### config.mk
export PLATFORM = sky130hd
export DESIGN_NAME = rgba_pixel_alpha_blend_core_flat
export DESIGN_NICKNAME = d
export VERILOG_FILES = /design/src/rtl/core/abl_pkg.sv /design/src/rtl/core/abl_req_if.sv /design/src/rtl/core/abl_rsp_if.sv /design/src/rtl/core/abl_csr.sv /design/src/rtl/core/abl_prep.sv /design/src/rtl/core/abl_div_stage.sv /design/src/rtl/core/abl_mix.sv /design/src/rtl/core/rgba_pixel_alpha_blend_core.sv /design/src/flat_wrapper.sv
export SDC_FILE = /design/constraint.sdc
export NUM_CORES = 2
export LEC_CHECK = 0
export ABC_AREA = 1
export BUFFER_PORTS_ARGS = -buffer_cell sky130_fd_sc_hd__buf_2
export CAP_MARGIN = 25
export CORE_AREA = 2 2 374 376
export CTS_CLUSTER_SIZE = 28
export DETAILED_ROUTE_END_ITERATION = 6
export DIE_AREA = 0 0 376 378
export PLACE_DENSITY = 0.77
export SKIP_CTS_REPAIR_TIMING = 1
export SYNTH_ARGS = -nofsm -noshare
export SYNTH_HDL_FRONTEND = slang
export SYNTH_SLANG_ARGS = --single-unit
### constraint.sdc
create_clock -name clock -period 17 [get_ports clock]
set_input_delay 1.7 -clock clock [delete_from_list [all_inputs] [get_ports clock]]
set_output_delay 1.7 -clock clock [all_outputs]
set_load 0.02 [all_outputs]
### src/rtl/core/abl_pkg.sv
`timescale 1ns / 1ps
// -----------------------------------------------------------------------------
// Alpha blend package
// Shared widths, register codes and pipeline payload types of the RGBA blender.
// -----------------------------------------------------------------------------
package abl_pkg;

   localparam int CHAN_W     = 8;
   localparam int PROD_W     = 2 * CHAN_W;
   localparam int NUM_W      = 24;
   localparam int DEN_W      = 16;
   localparam int DIV_STEPS  = CHAN_W;
   localparam int APB_ADDR_W = 3;
   localparam int APB_DATA_W = 32;
   localparam int REG_IDX_LSB = 2;
   localparam int NUM_CH     = 3;

   localparam logic [CHAN_W-1:0] FULL_ALPHA = 8'hFF;

   // Register index codes, taken from paddr[2].
   localparam logic REG_MAIN_OPACITY_EN = 1'b0;
   localparam logic REG_STRAIGHT_MODE   = 1'b1;

   typedef struct packed {
      logic [CHAN_W-1:0] red;
      logic [CHAN_W-1:0] green;
      logic [CHAN_W-1:0] blue;
      logic [CHAN_W-1:0] alpha;
   } rgba_type;

   typedef struct packed {
      rgba_type main_px;
      rgba_type over_px;
   } pair_type;

   typedef struct packed {
      logic main_opacity_enable;
      logic straight_mode;
   } cfg_type;

   typedef struct packed {
      pair_type          px;
      logic              need_div;
      logic [NUM_W-1:0]  rem;
      logic [DEN_W-1:0]  den;
      logic [CHAN_W-1:0] quo;
      logic [CHAN_W-1:0] alpha_mix;
   } div_work_type;

   typedef struct packed {
      logic [NUM_CH-1:0][CHAN_W-1:0] main_col;
      logic [NUM_CH-1:0][CHAN_W-1:0] over_col;
      logic [NUM_CH-1:0][PROD_W-1:0] prod_main;
      logic [NUM_CH-1:0][PROD_W-1:0] prod_over;
      logic                          full;
      logic                          zero;
      logic [CHAN_W-1:0]             alpha;
   } mul_work_type;

endpackage

### src/rtl/core/abl_req_if.sv
`timescale 1ns / 1ps
// -----------------------------------------------------------------------------
// Pixel pair request interface
// Valid/ready channel that carries one main pixel and one overlay pixel a beat.
// -----------------------------------------------------------------------------
interface abl_req_if;
   import abl_pkg::*;

   logic              valid;
   logic              ready;
   logic [CHAN_W-1:0] main_red;
   logic [CHAN_W-1:0] main_green;
   logic [CHAN_W-1:0] main_blue;
   logic [CHAN_W-1:0] main_opacity;
   logic [CHAN_W-1:0] over_red;
   logic [CHAN_W-1:0] over_green;
   logic [CHAN_W-1:0] over_blue;
   logic [CHAN_W-1:0] over_alpha;

   modport source (
      output valid, main_red, main_green, main_blue, main_opacity,
             over_red, over_green, over_blue, over_alpha,
      input  ready
   );

   modport sink (
      input  valid, main_red, main_green, main_blue, main_opacity,
             over_red, over_green, over_blue, over_alpha,
      output ready
   );

endinterface

### src/rtl/core/abl_rsp_if.sv
`timescale 1ns / 1ps
// -----------------------------------------------------------------------------
// Blended pixel response interface
// Valid/ready channel that carries one blended RGBA pixel a beat.
// -----------------------------------------------------------------------------
interface abl_rsp_if;
   import abl_pkg::*;

   logic              valid;
   logic              ready;
   logic [CHAN_W-1:0] out_red;
   logic [CHAN_W-1:0] out_green;
   logic [CHAN_W-1:0] out_blue;
   logic [CHAN_W-1:0] out_alpha;

   modport source (
      output valid, out_red, out_green, out_blue, out_alpha,
      input  ready
   );

   modport sink (
      input  valid, out_red, out_green, out_blue, out_alpha,
      output ready
   );

endinterface

### src/rtl/core/abl_csr.sv
`timescale 1ns / 1ps
// -----------------------------------------------------------------------------
// Alpha blend control registers
// APB-style register file holding the alpha enable and straight mode bits.
// -----------------------------------------------------------------------------
module abl_csr import abl_pkg::*; (
   input  logic                  clock,
   input  logic                  reset,
   input  logic                  psel,
   input  logic                  penable,
   input  logic                  pwrite,
   input  logic [APB_ADDR_W-1:0] paddr,
   input  logic [APB_DATA_W-1:0] pwdata,
   output logic [APB_DATA_W-1:0] prdata,
   output logic                  pready,
   output cfg_type               cfg
);

   cfg_type cfg_ff, cfg_in;
   logic    wr_en;
   logic    reg_sel;

   assign pready  = 1'b1;
   assign wr_en   = psel && penable && pwrite && pready;
   assign reg_sel = paddr[REG_IDX_LSB];
   assign cfg     = cfg_ff;

   always_comb begin
      cfg_in = cfg_ff;
      if (wr_en) begin
         unique case (reg_sel)
            REG_MAIN_OPACITY_EN: cfg_in.main_opacity_enable = pwdata[0];
            REG_STRAIGHT_MODE:   cfg_in.straight_mode       = pwdata[0];
            default:             cfg_in = cfg_ff;
         endcase
      end
   end

   always_comb begin
      unique case (reg_sel)
         REG_MAIN_OPACITY_EN:
            prdata = {{(APB_DATA_W-1){1'b0}}, cfg_ff.main_opacity_enable};
         REG_STRAIGHT_MODE:
            prdata = {{(APB_DATA_W-1){1'b0}}, cfg_ff.straight_mode};
         default:
            prdata = '0;
      endcase
   end

   always_ff @(posedge clock) begin
      if (reset) begin
         cfg_ff <= '0;
      end else begin
         cfg_ff <= cfg_in;
      end
   end

   // A write to the alpha enable register shows up in the next cycle.
   a_alpha_en_write: assert property (@(posedge clock) disable iff (reset)
      (wr_en && (reg_sel == REG_MAIN_OPACITY_EN))
         |=> (cfg_ff.main_opacity_enable == $past(pwdata[0])))
      else $error("alpha enable register did not take the written value");

endmodule

### src/rtl/core/abl_prep.sv
`timescale 1ns / 1ps
// -----------------------------------------------------------------------------
// Alpha blend front stage
// Forms the un-premultiply dividend and divisor and the composited main alpha.
// -----------------------------------------------------------------------------
module abl_prep import abl_pkg::*; (
   input  logic         clock,
   input  logic         reset,
   input  cfg_type      cfg,
   input  logic         in_valid,
   output logic         in_ready,
   input  pair_type     in_px,
   output logic         out_valid,
   input  logic         out_ready,
   output div_work_type out_work
);

   logic              valid_ff;
   div_work_type      work_ff, work_in;
   logic [CHAN_W-1:0] oa, ma;
   logic [PROD_W-1:0] prod_am;
   logic [PROD_W-1:0] prod_mix;
   logic [CHAN_W:0]   alpha_sum;
   logic [PROD_W:0]   den_wide;

   assign oa = in_px.over_px.alpha;
   assign ma = in_px.main_px.alpha;

   always_comb begin
      prod_am   = PROD_W'(oa) * PROD_W'(ma);
      prod_mix  = PROD_W'(FULL_ALPHA - ma) * PROD_W'(oa);
      alpha_sum = {1'b0, oa} + {1'b0, ma};
      // 255 * (oa + ma) - oa * ma, always below 2^16.
      den_wide  = ((PROD_W+1)'(alpha_sum) << CHAN_W) - (PROD_W+1)'(alpha_sum)
                  - (PROD_W+1)'(prod_am);

      work_in           = '0;
      work_in.px        = in_px;
      work_in.need_div  = cfg.main_opacity_enable && (oa != '0) && (oa != FULL_ALPHA);
      // 65025 * oa as shifts and adds.
      work_in.rem       = (NUM_W'(oa) << 16) - (NUM_W'(oa) << 9) + NUM_W'(oa);
      work_in.den       = den_wide[DEN_W-1:0];
      work_in.quo       = '0;
      work_in.alpha_mix = ma + prod_mix[PROD_W-1:CHAN_W];
   end

   assign in_ready  = !valid_ff || out_ready;
   assign out_valid = valid_ff;
   assign out_work  = work_ff;

   always_ff @(posedge clock) begin
      if (reset) begin
         valid_ff <= 1'b0;
      end else if (in_ready) begin
         valid_ff <= in_valid;
      end
   end

   always_ff @(posedge clock) begin
      if (in_ready && in_valid) begin
         work_ff <= work_in;
      end
   end

   // Compositing over never lowers the main alpha.
   a_alpha_mix_floor: assert property (@(posedge clock) disable iff (reset)
      valid_ff |-> (work_ff.alpha_mix >= work_ff.px.main_px.alpha))
      else $error("composited alpha fell below main alpha");

endmodule

### src/rtl/core/abl_div_stage.sv
`timescale 1ns / 1ps
// -----------------------------------------------------------------------------
// Alpha blend divider step
// One restoring division step that settles a single quotient bit.
// -----------------------------------------------------------------------------
module abl_div_stage import abl_pkg::*; #(
   parameter int BIT = 0
) (
   input  logic         clock,
   input  logic         reset,
   input  logic         in_valid,
   output logic         in_ready,
   input  div_work_type in_work,
   output logic         out_valid,
   input  logic         out_ready,
   output div_work_type out_work
);

   logic             valid_ff;
   div_work_type     work_ff, work_in;
   logic [NUM_W-1:0] den_sh;
   logic             take;

   always_comb begin
      den_sh  = NUM_W'(in_work.den) << BIT;
      take    = in_work.rem >= den_sh;
      work_in = in_work;
      if (take) begin
         work_in.rem      = in_work.rem - den_sh;
         work_in.quo[BIT] = 1'b1;
      end
   end

   assign in_ready  = !valid_ff || out_ready;
   assign out_valid = valid_ff;
   assign out_work  = work_ff;

   always_ff @(posedge clock) begin
      if (reset) begin
         valid_ff <= 1'b0;
      end else if (in_ready) begin
         valid_ff <= in_valid;
      end
   end

   always_ff @(posedge clock) begin
      if (in_ready && in_valid) begin
         work_ff <= work_in;
      end
   end

   // After this step the partial remainder is below the shifted divisor.
   a_rem_bound: assert property (@(posedge clock) disable iff (reset)
      (valid_ff && work_ff.need_div) |-> (work_ff.rem < (NUM_W'(work_ff.den) << BIT)))
      else $error("divider remainder out of range");

endmodule

### src/rtl/core/abl_mix.sv
`timescale 1ns / 1ps
// -----------------------------------------------------------------------------
// Alpha blend back end
// Weight products in one stage, colour blend, saturation and selection in the next.
// -----------------------------------------------------------------------------
module abl_mix import abl_pkg::*; (
   input  logic         clock,
   input  logic         reset,
   input  cfg_type      cfg,
   input  logic         in_valid,
   output logic         in_ready,
   input  div_work_type in_work,
   output logic         out_valid,
   input  logic         out_ready,
   output rgba_type     out_px
);

   logic              mul_valid_ff;
   mul_work_type      mul_ff, mul_in;
   logic              pix_valid_ff;
   rgba_type          pix_ff, pix_in;
   logic              mul_ready, pix_ready;
   logic [CHAN_W-1:0] weight;
   logic [CHAN_W-1:0] weight_inv;

   logic [NUM_CH-1:0][CHAN_W-1:0] res_col;

   // Weight products.
   always_comb begin
      weight     = in_work.need_div ? in_work.quo : in_work.px.over_px.alpha;
      weight_inv = FULL_ALPHA - weight;

      mul_in          = '0;
      mul_in.main_col = {in_work.px.main_px.red, in_work.px.main_px.green,
                         in_work.px.main_px.blue};
      mul_in.over_col = {in_work.px.over_px.red, in_work.px.over_px.green,
                         in_work.px.over_px.blue};
      for (int ch = 0; ch < NUM_CH; ch++) begin
         mul_in.prod_main[ch] = PROD_W'(mul_in.main_col[ch]) * PROD_W'(weight_inv);
         mul_in.prod_over[ch] = PROD_W'(mul_in.over_col[ch]) * PROD_W'(weight);
      end
      mul_in.full = (weight == FULL_ALPHA);
      mul_in.zero = (weight == '0);

      if (!cfg.main_opacity_enable || mul_in.zero) begin
         mul_in.alpha = in_work.px.main_px.alpha;
      end else if (mul_in.full) begin
         mul_in.alpha = in_work.px.over_px.alpha;
      end else begin
         mul_in.alpha = in_work.alpha_mix;
      end
   end

   // Blend, saturation and selection.
   always_comb begin
      logic [PROD_W:0]   sum_st;
      logic [CHAN_W:0]   sum_pm;
      logic [CHAN_W-1:0] blend;
      sum_st  = '0;
      sum_pm  = '0;
      blend   = '0;
      res_col = '0;
      for (int ch = 0; ch < NUM_CH; ch++) begin
         sum_st = (PROD_W+1)'(mul_ff.prod_main[ch]) + (PROD_W+1)'(mul_ff.prod_over[ch]);
         sum_pm = (CHAN_W+1)'(mul_ff.prod_main[ch][PROD_W-1:CHAN_W])
                  + (CHAN_W+1)'(mul_ff.over_col[ch]);
         if (cfg.straight_mode) begin
            blend = sum_st[PROD_W-1:CHAN_W];
         end else begin
            blend = sum_pm[CHAN_W] ? FULL_ALPHA : sum_pm[CHAN_W-1:0];
         end
         priority if (mul_ff.full) begin
            res_col[ch] = mul_ff.over_col[ch];
         end else if (mul_ff.zero) begin
            res_col[ch] = mul_ff.main_col[ch];
         end else begin
            res_col[ch] = blend;
         end
      end
      pix_in.red   = res_col[2];
      pix_in.green = res_col[1];
      pix_in.blue  = res_col[0];
      pix_in.alpha = mul_ff.alpha;
   end

   assign pix_ready = !pix_valid_ff || out_ready;
   assign mul_ready = !mul_valid_ff || pix_ready;
   assign in_ready  = mul_ready;
   assign out_valid = pix_valid_ff;
   assign out_px    = pix_ff;

   always_ff @(posedge clock) begin
      if (reset) begin
         mul_valid_ff <= 1'b0;
         pix_valid_ff <= 1'b0;
      end else begin
         if (mul_ready) begin
            mul_valid_ff <= in_valid;
         end
         if (pix_ready) begin
            pix_valid_ff <= mul_valid_ff;
         end
      end
   end

   always_ff @(posedge clock) begin
      if (mul_ready && in_valid) begin
         mul_ff <= mul_in;
      end
      if (pix_ready && mul_valid_ff) begin
         pix_ff <= pix_in;
      end
   end

endmodule

### src/rtl/core/rgba_pixel_alpha_blend_core.sv
`timescale 1ns / 1ps
// An accepted request beat passes through the front stage, eight divider steps, the
// product stage and the blend stage before it leaves as its response beat.
// Throughput: one pixel pair per clock; every stage holds its own valid bit, so bubbles
// are squeezed out and a stalled response holds the input only once every stage is full.
// Reset (synchronous, active high) clears all valid bits and both control registers.
// -----------------------------------------------------------------------------
// RGBA alpha blend core
// Composites one overlay RGBA8 pixel onto one main RGBA8 pixel per beat.
// -----------------------------------------------------------------------------
module rgba_pixel_alpha_blend_core import abl_pkg::*; (
   input  logic                  clock,
   input  logic                  reset,
   abl_req_if.sink               req_bus,
   abl_rsp_if.source             rsp_bus,
   input  logic                  psel,
   input  logic                  penable,
   input  logic                  pwrite,
   input  logic [APB_ADDR_W-1:0] paddr,
   input  logic [APB_DATA_W-1:0] pwdata,
   output logic [APB_DATA_W-1:0] prdata,
   output logic                  pready
);

   // The pipeline runs front stage, then eight divider steps, then the weight
   // product stage and the blend/output stage. The divider steps carry the
   // whole pixel along even when no division is needed, so every beat has the
   // same latency and order is kept without any reordering logic.

   cfg_type      cfg;
   pair_type     req_px;
   rgba_type     rsp_px;

   logic                       div_valid [0:DIV_STEPS];
   logic                       div_ready [0:DIV_STEPS];
   div_work_type               div_work  [0:DIV_STEPS];

   // Control registers. Writes are expected only while the pipeline is empty,
   // so the stages read the live register values.
   abl_csr u_csr (
      .clock   (clock),
      .reset   (reset),
      .psel    (psel),
      .penable (penable),
      .pwrite  (pwrite),
      .paddr   (paddr),
      .pwdata  (pwdata),
      .prdata  (prdata),
      .pready  (pready),
      .cfg     (cfg)
   );

   assign req_px.main_px.red   = req_bus.main_red;
   assign req_px.main_px.green = req_bus.main_green;
   assign req_px.main_px.blue  = req_bus.main_blue;
   assign req_px.main_px.alpha = req_bus.main_opacity;
   assign req_px.over_px.red   = req_bus.over_red;
   assign req_px.over_px.green = req_bus.over_green;
   assign req_px.over_px.blue  = req_bus.over_blue;
   assign req_px.over_px.alpha = req_bus.over_alpha;

   // Front stage: the dividend 65025 * oa, the divisor
   // 255 * (oa + ma) - oa * ma and the composited main alpha.
   abl_prep u_prep (
      .clock     (clock),
      .reset     (reset),
      .cfg       (cfg),
      .in_valid  (req_bus.valid),
      .in_ready  (req_bus.ready),
      .in_px     (req_px),
      .out_valid (div_valid[0]),
      .out_ready (div_ready[0]),
      .out_work  (div_work[0])
   );

   // Restoring divider, most significant quotient bit first. The quotient never
   // exceeds 255, so eight steps give the exact un-premultiplied weight.
   for (genvar k = 0; k < DIV_STEPS; k++) begin : g_div
      abl_div_stage #(
         .BIT (DIV_STEPS - 1 - k)
      ) u_div_stage (
         .clock     (clock),
         .reset     (reset),
         .in_valid  (div_valid[k]),
         .in_ready  (div_ready[k]),
         .in_work   (div_work[k]),
         .out_valid (div_valid[k+1]),
         .out_ready (div_ready[k+1]),
         .out_work  (div_work[k+1])
      );
   end

   // Back end: weight products, then the straight or premultiplied blend with
   // the transparent and opaque special cases, into the output register.
   abl_mix u_mix (
      .clock     (clock),
      .reset     (reset),
      .cfg       (cfg),
      .in_valid  (div_valid[DIV_STEPS]),
      .in_ready  (div_ready[DIV_STEPS]),
      .in_work   (div_work[DIV_STEPS]),
      .out_valid (rsp_bus.valid),
      .out_ready (rsp_bus.ready),
      .out_px    (rsp_px)
   );

   assign rsp_bus.out_red   = rsp_px.red;
   assign rsp_bus.out_green = rsp_px.green;
   assign rsp_bus.out_blue  = rsp_px.blue;
   assign rsp_bus.out_alpha = rsp_px.alpha;

endmodule
### src/flat_wrapper.sv
// flat-port wrapper written by rule: the top's interface ports become plain ports
module rgba_pixel_alpha_blend_core_flat import abl_pkg::*;
  (clock, reset, psel, penable, pwrite, paddr, pwdata, prdata, pready, req_bus_valid, req_bus_main_red, req_bus_main_green, req_bus_main_blue, req_bus_main_opacity, req_bus_over_red, req_bus_over_green, req_bus_over_blue, req_bus_over_alpha, req_bus_ready, rsp_bus_valid, rsp_bus_out_red, rsp_bus_out_green, rsp_bus_out_blue, rsp_bus_out_alpha, rsp_bus_ready);
  abl_req_if req_bus_i ();
  abl_rsp_if rsp_bus_i ();
  input  logic clock;
  input  logic reset;
  input  logic psel;
  input  logic penable;
  input  logic pwrite;
  input  logic [APB_ADDR_W-1:0] paddr;
  input  logic [APB_DATA_W-1:0] pwdata;
  output logic [APB_DATA_W-1:0] prdata;
  output logic pready;
  input wire logic [$bits(req_bus_i.valid)-1:0] req_bus_valid;
  input wire logic [$bits(req_bus_i.main_red)-1:0] req_bus_main_red;
  input wire logic [$bits(req_bus_i.main_green)-1:0] req_bus_main_green;
  input wire logic [$bits(req_bus_i.main_blue)-1:0] req_bus_main_blue;
  input wire logic [$bits(req_bus_i.main_opacity)-1:0] req_bus_main_opacity;
  input wire logic [$bits(req_bus_i.over_red)-1:0] req_bus_over_red;
  input wire logic [$bits(req_bus_i.over_green)-1:0] req_bus_over_green;
  input wire logic [$bits(req_bus_i.over_blue)-1:0] req_bus_over_blue;
  input wire logic [$bits(req_bus_i.over_alpha)-1:0] req_bus_over_alpha;
  output wire logic [$bits(req_bus_i.ready)-1:0] req_bus_ready;
  output wire logic [$bits(rsp_bus_i.valid)-1:0] rsp_bus_valid;
  output wire logic [$bits(rsp_bus_i.out_red)-1:0] rsp_bus_out_red;
  output wire logic [$bits(rsp_bus_i.out_green)-1:0] rsp_bus_out_green;
  output wire logic [$bits(rsp_bus_i.out_blue)-1:0] rsp_bus_out_blue;
  output wire logic [$bits(rsp_bus_i.out_alpha)-1:0] rsp_bus_out_alpha;
  input wire logic [$bits(rsp_bus_i.ready)-1:0] rsp_bus_ready;
  assign req_bus_i.valid = req_bus_valid;
  assign req_bus_i.main_red = req_bus_main_red;
  assign req_bus_i.main_green = req_bus_main_green;
  assign req_bus_i.main_blue = req_bus_main_blue;
  assign req_bus_i.main_opacity = req_bus_main_opacity;
  assign req_bus_i.over_red = req_bus_over_red;
  assign req_bus_i.over_green = req_bus_over_green;
  assign req_bus_i.over_blue = req_bus_over_blue;
  assign req_bus_i.over_alpha = req_bus_over_alpha;
  assign req_bus_ready = req_bus_i.ready;
  assign rsp_bus_valid = rsp_bus_i.valid;
  assign rsp_bus_out_red = rsp_bus_i.out_red;
  assign rsp_bus_out_green = rsp_bus_i.out_green;
  assign rsp_bus_out_blue = rsp_bus_i.out_blue;
  assign rsp_bus_out_alpha = rsp_bus_i.out_alpha;
  assign rsp_bus_i.ready = rsp_bus_ready;
  rgba_pixel_alpha_blend_core u_core (.clock(clock), .reset(reset), .req_bus(req_bus_i), .rsp_bus(rsp_bus_i), .psel(psel), .penable(penable), .pwrite(pwrite), .paddr(paddr), .pwdata(pwdata), .prdata(prdata), .pready(pready));
endmodule
==> out/summary.log <==
[die] Core Region 139000 µm²
[global_route] overflow left after global routing 0
[route] count of nets left with antenna violations after detail routing 0
[run] total of max-cap violations 0
[clock_network] total clock buffers created by CTS 118
[synthesis] number of enable-type register cells in the synthesized netlist 1178
[timing] count of endpoints failing setup in the final report 0
[timing] maximum clock frequency 0.154 GHz
[finish] final instance area 75300 µm²
[finish] fraction of final layout cells with drive strength greater than 1 5.53%
[placed_design] count of buffers inserted at the top-level ports 107
[route] total vias in the final route 45.5k
[timing] Slew HR 27.9%
[synthesis] count of distinct cell types in the synthesized netlist 55
[placed_design] number of instances in the placed design 8510
[clock_network] CTS clock-pin slew for the worst setup and hold paths 0.06 ns
[timing] count of final hold-check violations 0
[clock_network] CTS HTree Levels 3
[critical_path] maximum fanout count along the critical path 15
[global_route] number of antenna violations at the first check in global routing 5
[run_status] violated checks DRC
[synthesis] dominant register cell in the synthesized netlist sky130_fd_sc_hd__edfxtp_1
[die] number of top-level design ports 173
[placed_design] placer congestion estimate 0.943
[synthesis] Async SR Flop Fraction 0%
[timing] final setup TNS 0 ns
[route] DRT Pass-1 Iters 7
[pwr] leakage power total 33.5 nW
[synthesis] mean cell area of the mapped netlist 10.3 µm²
[synthesis] synthesized flop and latch total 1191
[placed_design] cell area after placement 71300 µm²
[pwr] Clock Power Share 34.5%
[worst_hold_path] type of the most critical hold path register to register
[pwr] Pint 5.48 mW
[die] site row count 137
[finish] filler cell count 11.6k
[synthesis] synthesized instance count 6666
[pwr] post-layout power 7.64 mW
[placed_design] placed wire-length estimate after detailed placement 115000 µm
[run_status] status finished with violations
[synthesis] synth warn 0
[critical_path] crit end category register
[timing] final worst clock skew 0.0398 ns
[clock_network] total clock sinks 1191
[timing] Worst Max-Slew Pin Slew 1.08 ns
[route] average wire length per cell after detail routing 17.3 µm
[route] number of design rule violations left after detail routing 1
[die] Die H 378 µm
[global_route] largest net degree at the start of global routing 83
[timing] Final Slew Violations 0
[global_route] total routing resource utilization after global routing 21.5%
[pwr] power density over cell area 101 nW/µm²
[global_route] wire length of the first global-routing pass 241000 µm
[pwr] combinational fraction of design power 20.3%
[critical_path] worst reg-to-reg path cell count 17
[finish] final cell count without fillers 8736
[critical_path] category of the worst setup path launch point primary input
[synthesis] post-synthesis instance area 68800 µm²
[clock_network] TritonCTS clock tree yes
[clock_network] clock insertion delay at the later pin of the skew report 0.74 ns
[pwr] Psw 2.15 mW
[clock_network] clock root buffer sky130_fd_sc_hd__clkbuf_16
[global_route] number of global-route vias before repair 45.7k
[finish] leading cell type in the layout, fill and taps excluded sky130_fd_sc_hd__nand2_1
[finish] NumNets Final 7761
[pwr] VDD IR max 243 µV
[critical_path] arrival time reported for the critical path endpoint 6.99 ns
[timing] worst slack on hold paths 0.384 ns
[route] per-cell via count in the routed design 5.21
[route] initial DRC count 3349
[critical_path] required time of the worst setup path 17.49 ns
[pwr] share of power burned in registers 45.2%
[finish] most frequent cells in the layout sky130_fd_sc_hd__nand2_1 (1602), sky130_fd_sc_hd__edfxtp_1 (1178), sky130_fd_sc_hd__inv_1 (1119), sky130_fd_sc_hd__nor2_1 (564), sky130_fd_sc_hd__ha_1 (515)
[timing] unrepaired setup endpoints after global routing no
[clock_network] clk buf depth 3
[die] width of the die 376 µm
[route] Final Routed Wirelength 152000 µm
[die] die area 142000 µm²
[synthesis] sequential element share of the synthesized area 51.8%
[die] Starting Density 49.7%
[pwr] sw frac 28.2%
[finish] area grow syn2layout 9.49%
[worst_hold_path] cell count of the worst hold path 0
[timing] clock period minus worst slack 6.50 ns
[critical_path] WS Path Type primary input to register
[timing] share of the clock period used by the worst path after layout 38.2%
worst paths after layout:
| check | startpoint | endpoint | slack [ns] |
|---|---|---|---|
| worst max-delay path | req_bus_over_alpha[6] | u_core.u_prep.out_work[7] | 10.50 |
| worst min-delay path | u_core.g_div[1].u_div_stage.out_work[87] | u_core.g_div[2].u_div_stage.out_work[87] | 0.38 |
| worst max register to register | u_core.g_div[7].u_div_stage.out_work[56] | u_core.u_mix.mul_ff[54] | 11.06 |
| worst min register to register | u_core.g_div[1].u_div_stage.out_work[87] | u_core.g_div[2].u_div_stage.out_work[87] | 0.38 |
sequential cells by signal, summed over array words and instances (netlist names):
name and count:
u_core.u_prep.out_work 110, u_core.g_div.u_div_stage.out_work 882, u_core.u_mix.out_valid 1, u_core.g_div.u_div_stage.out_valid 8, u_core.u_mix.out_px 32, u_core.u_mix.mul_valid_ff 1
u_core.u_mix.mul_ff 154, u_core.u_prep.out_valid 1, u_core.u_csr.cfg 2
cell families after synthesis:
group / synth area share (%)
and+or+nand+nor: 15.6
buffers and inverters: 7.22
other: 0.0109
adders and majority gates: 18.5
xor gates and xnor gates: 2.38
AOI/OAI and AO/OA: 4.45
DFF: 51.8
power groups by stage:
stage          Clock [mW]  Sequential [mW]  Combinational, mW
5_1_grt              2.79             3.46               1.77
4_1_cts              2.69             3.46               1.55
3_3_place_gp            0             3.52               1.49
2_1_floorplan           0             3.48               1.21
6_report             2.63             3.46               1.55
3_5_place_dp            0             3.52               1.54
layer usage:
metal,wire length (µm),vias to the layer above,global-route usage [%]
li1,-,22100,-
met5,13,-,0
met1,62700,21800,27.1
met4,4480,2,6.68
met3,8350,304,3.25
met2,75900,1325,38.2
layout make-up:
cell class	count	area [µm²]	share of cell area, %
Clock buffer	142	3040	4.04
Sequential cell	1191	35600	47.3
Inverter	1138	4290	5.69
Clock inverter	81	927	1.23
Multi-Input combinational cell	4236	28300	37.6
Antenna cell	1	2.50	0.00332
Tap cell	1807	2260	3.00
Timing Repair Buffer	140	818	1.09
through the flow:
step / utilization [%] / setup WS [ns]
after floorplan: - / 9.51
after global placement: 51.5 / 9.87
after detailed placement: 51.5 / 9.80
after CTS: 54.3 / 10.61
after global routing: 54.4 / 10.26
final: 54.4 / 10.50
worst max-delay path, cell delays in order:
cell and delay (ns):
sky130_fd_sc_hd__buf_2 0.39, sky130_fd_sc_hd__clkinv_1 0.52, sky130_fd_sc_hd__nor2_1 0.27, sky130_fd_sc_hd__ha_1 0.29, sky130_fd_sc_hd__fa_1 0.54, sky130_fd_sc_hd__inv_1 0.06, sky130_fd_sc_hd__fa_1 0.52, sky130_fd_sc_hd__inv_1 0.05
sky130_fd_sc_hd__fa_1 0.47, sky130_fd_sc_hd__ha_1 0.36, sky130_fd_sc_hd__a21oi_1 0.17, sky130_fd_sc_hd__a21boi_0 0.21, sky130_fd_sc_hd__nand2_1 0.14, sky130_fd_sc_hd__nand3_1 0.09, sky130_fd_sc_hd__nand2_1 0.06, sky130_fd_sc_hd__xor2_1 0.15
sky130_fd_sc_hd__ha_1 0.34, sky130_fd_sc_hd__a21oi_1 0.14, sky130_fd_sc_hd__o21ai_0 0.09, sky130_fd_sc_hd__a31oi_1 0.21, sky130_fd_sc_hd__inv_1 0.06, sky130_fd_sc_hd__nand2_1 0.06, sky130_fd_sc_hd__nand2_1 0.05
synth_stat cells, types with 15 or more instances:
library cell	count	area, µm²
sky130_fd_sc_hd__a21o_1	31	233
sky130_fd_sc_hd__a21oi_1	313	1570
sky130_fd_sc_hd__buf_4	38	285
sky130_fd_sc_hd__clkbuf_1	65	244
sky130_fd_sc_hd__edfxtp_1	1178	35400
sky130_fd_sc_hd__fa_1	315	6310
sky130_fd_sc_hd__ha_1	515	6440
sky130_fd_sc_hd__inv_1	1125	4220
sky130_fd_sc_hd__nand2_1	1602	6010
sky130_fd_sc_hd__nand3_1	259	1300
sky130_fd_sc_hd__nand3b_1	21	158
sky130_fd_sc_hd__nand4_1	70	438
sky130_fd_sc_hd__nor2_1	569	2140
sky130_fd_sc_hd__nor3_1	42	210
sky130_fd_sc_hd__o21ai_0	142	711
sky130_fd_sc_hd__o21ai_1	17	85.1
sky130_fd_sc_hd__o21bai_1	15	113
sky130_fd_sc_hd__xnor2_1	81	709
sky130_fd_sc_hd__xor2_1	106	928
Power figures use the tool's default switching activity.
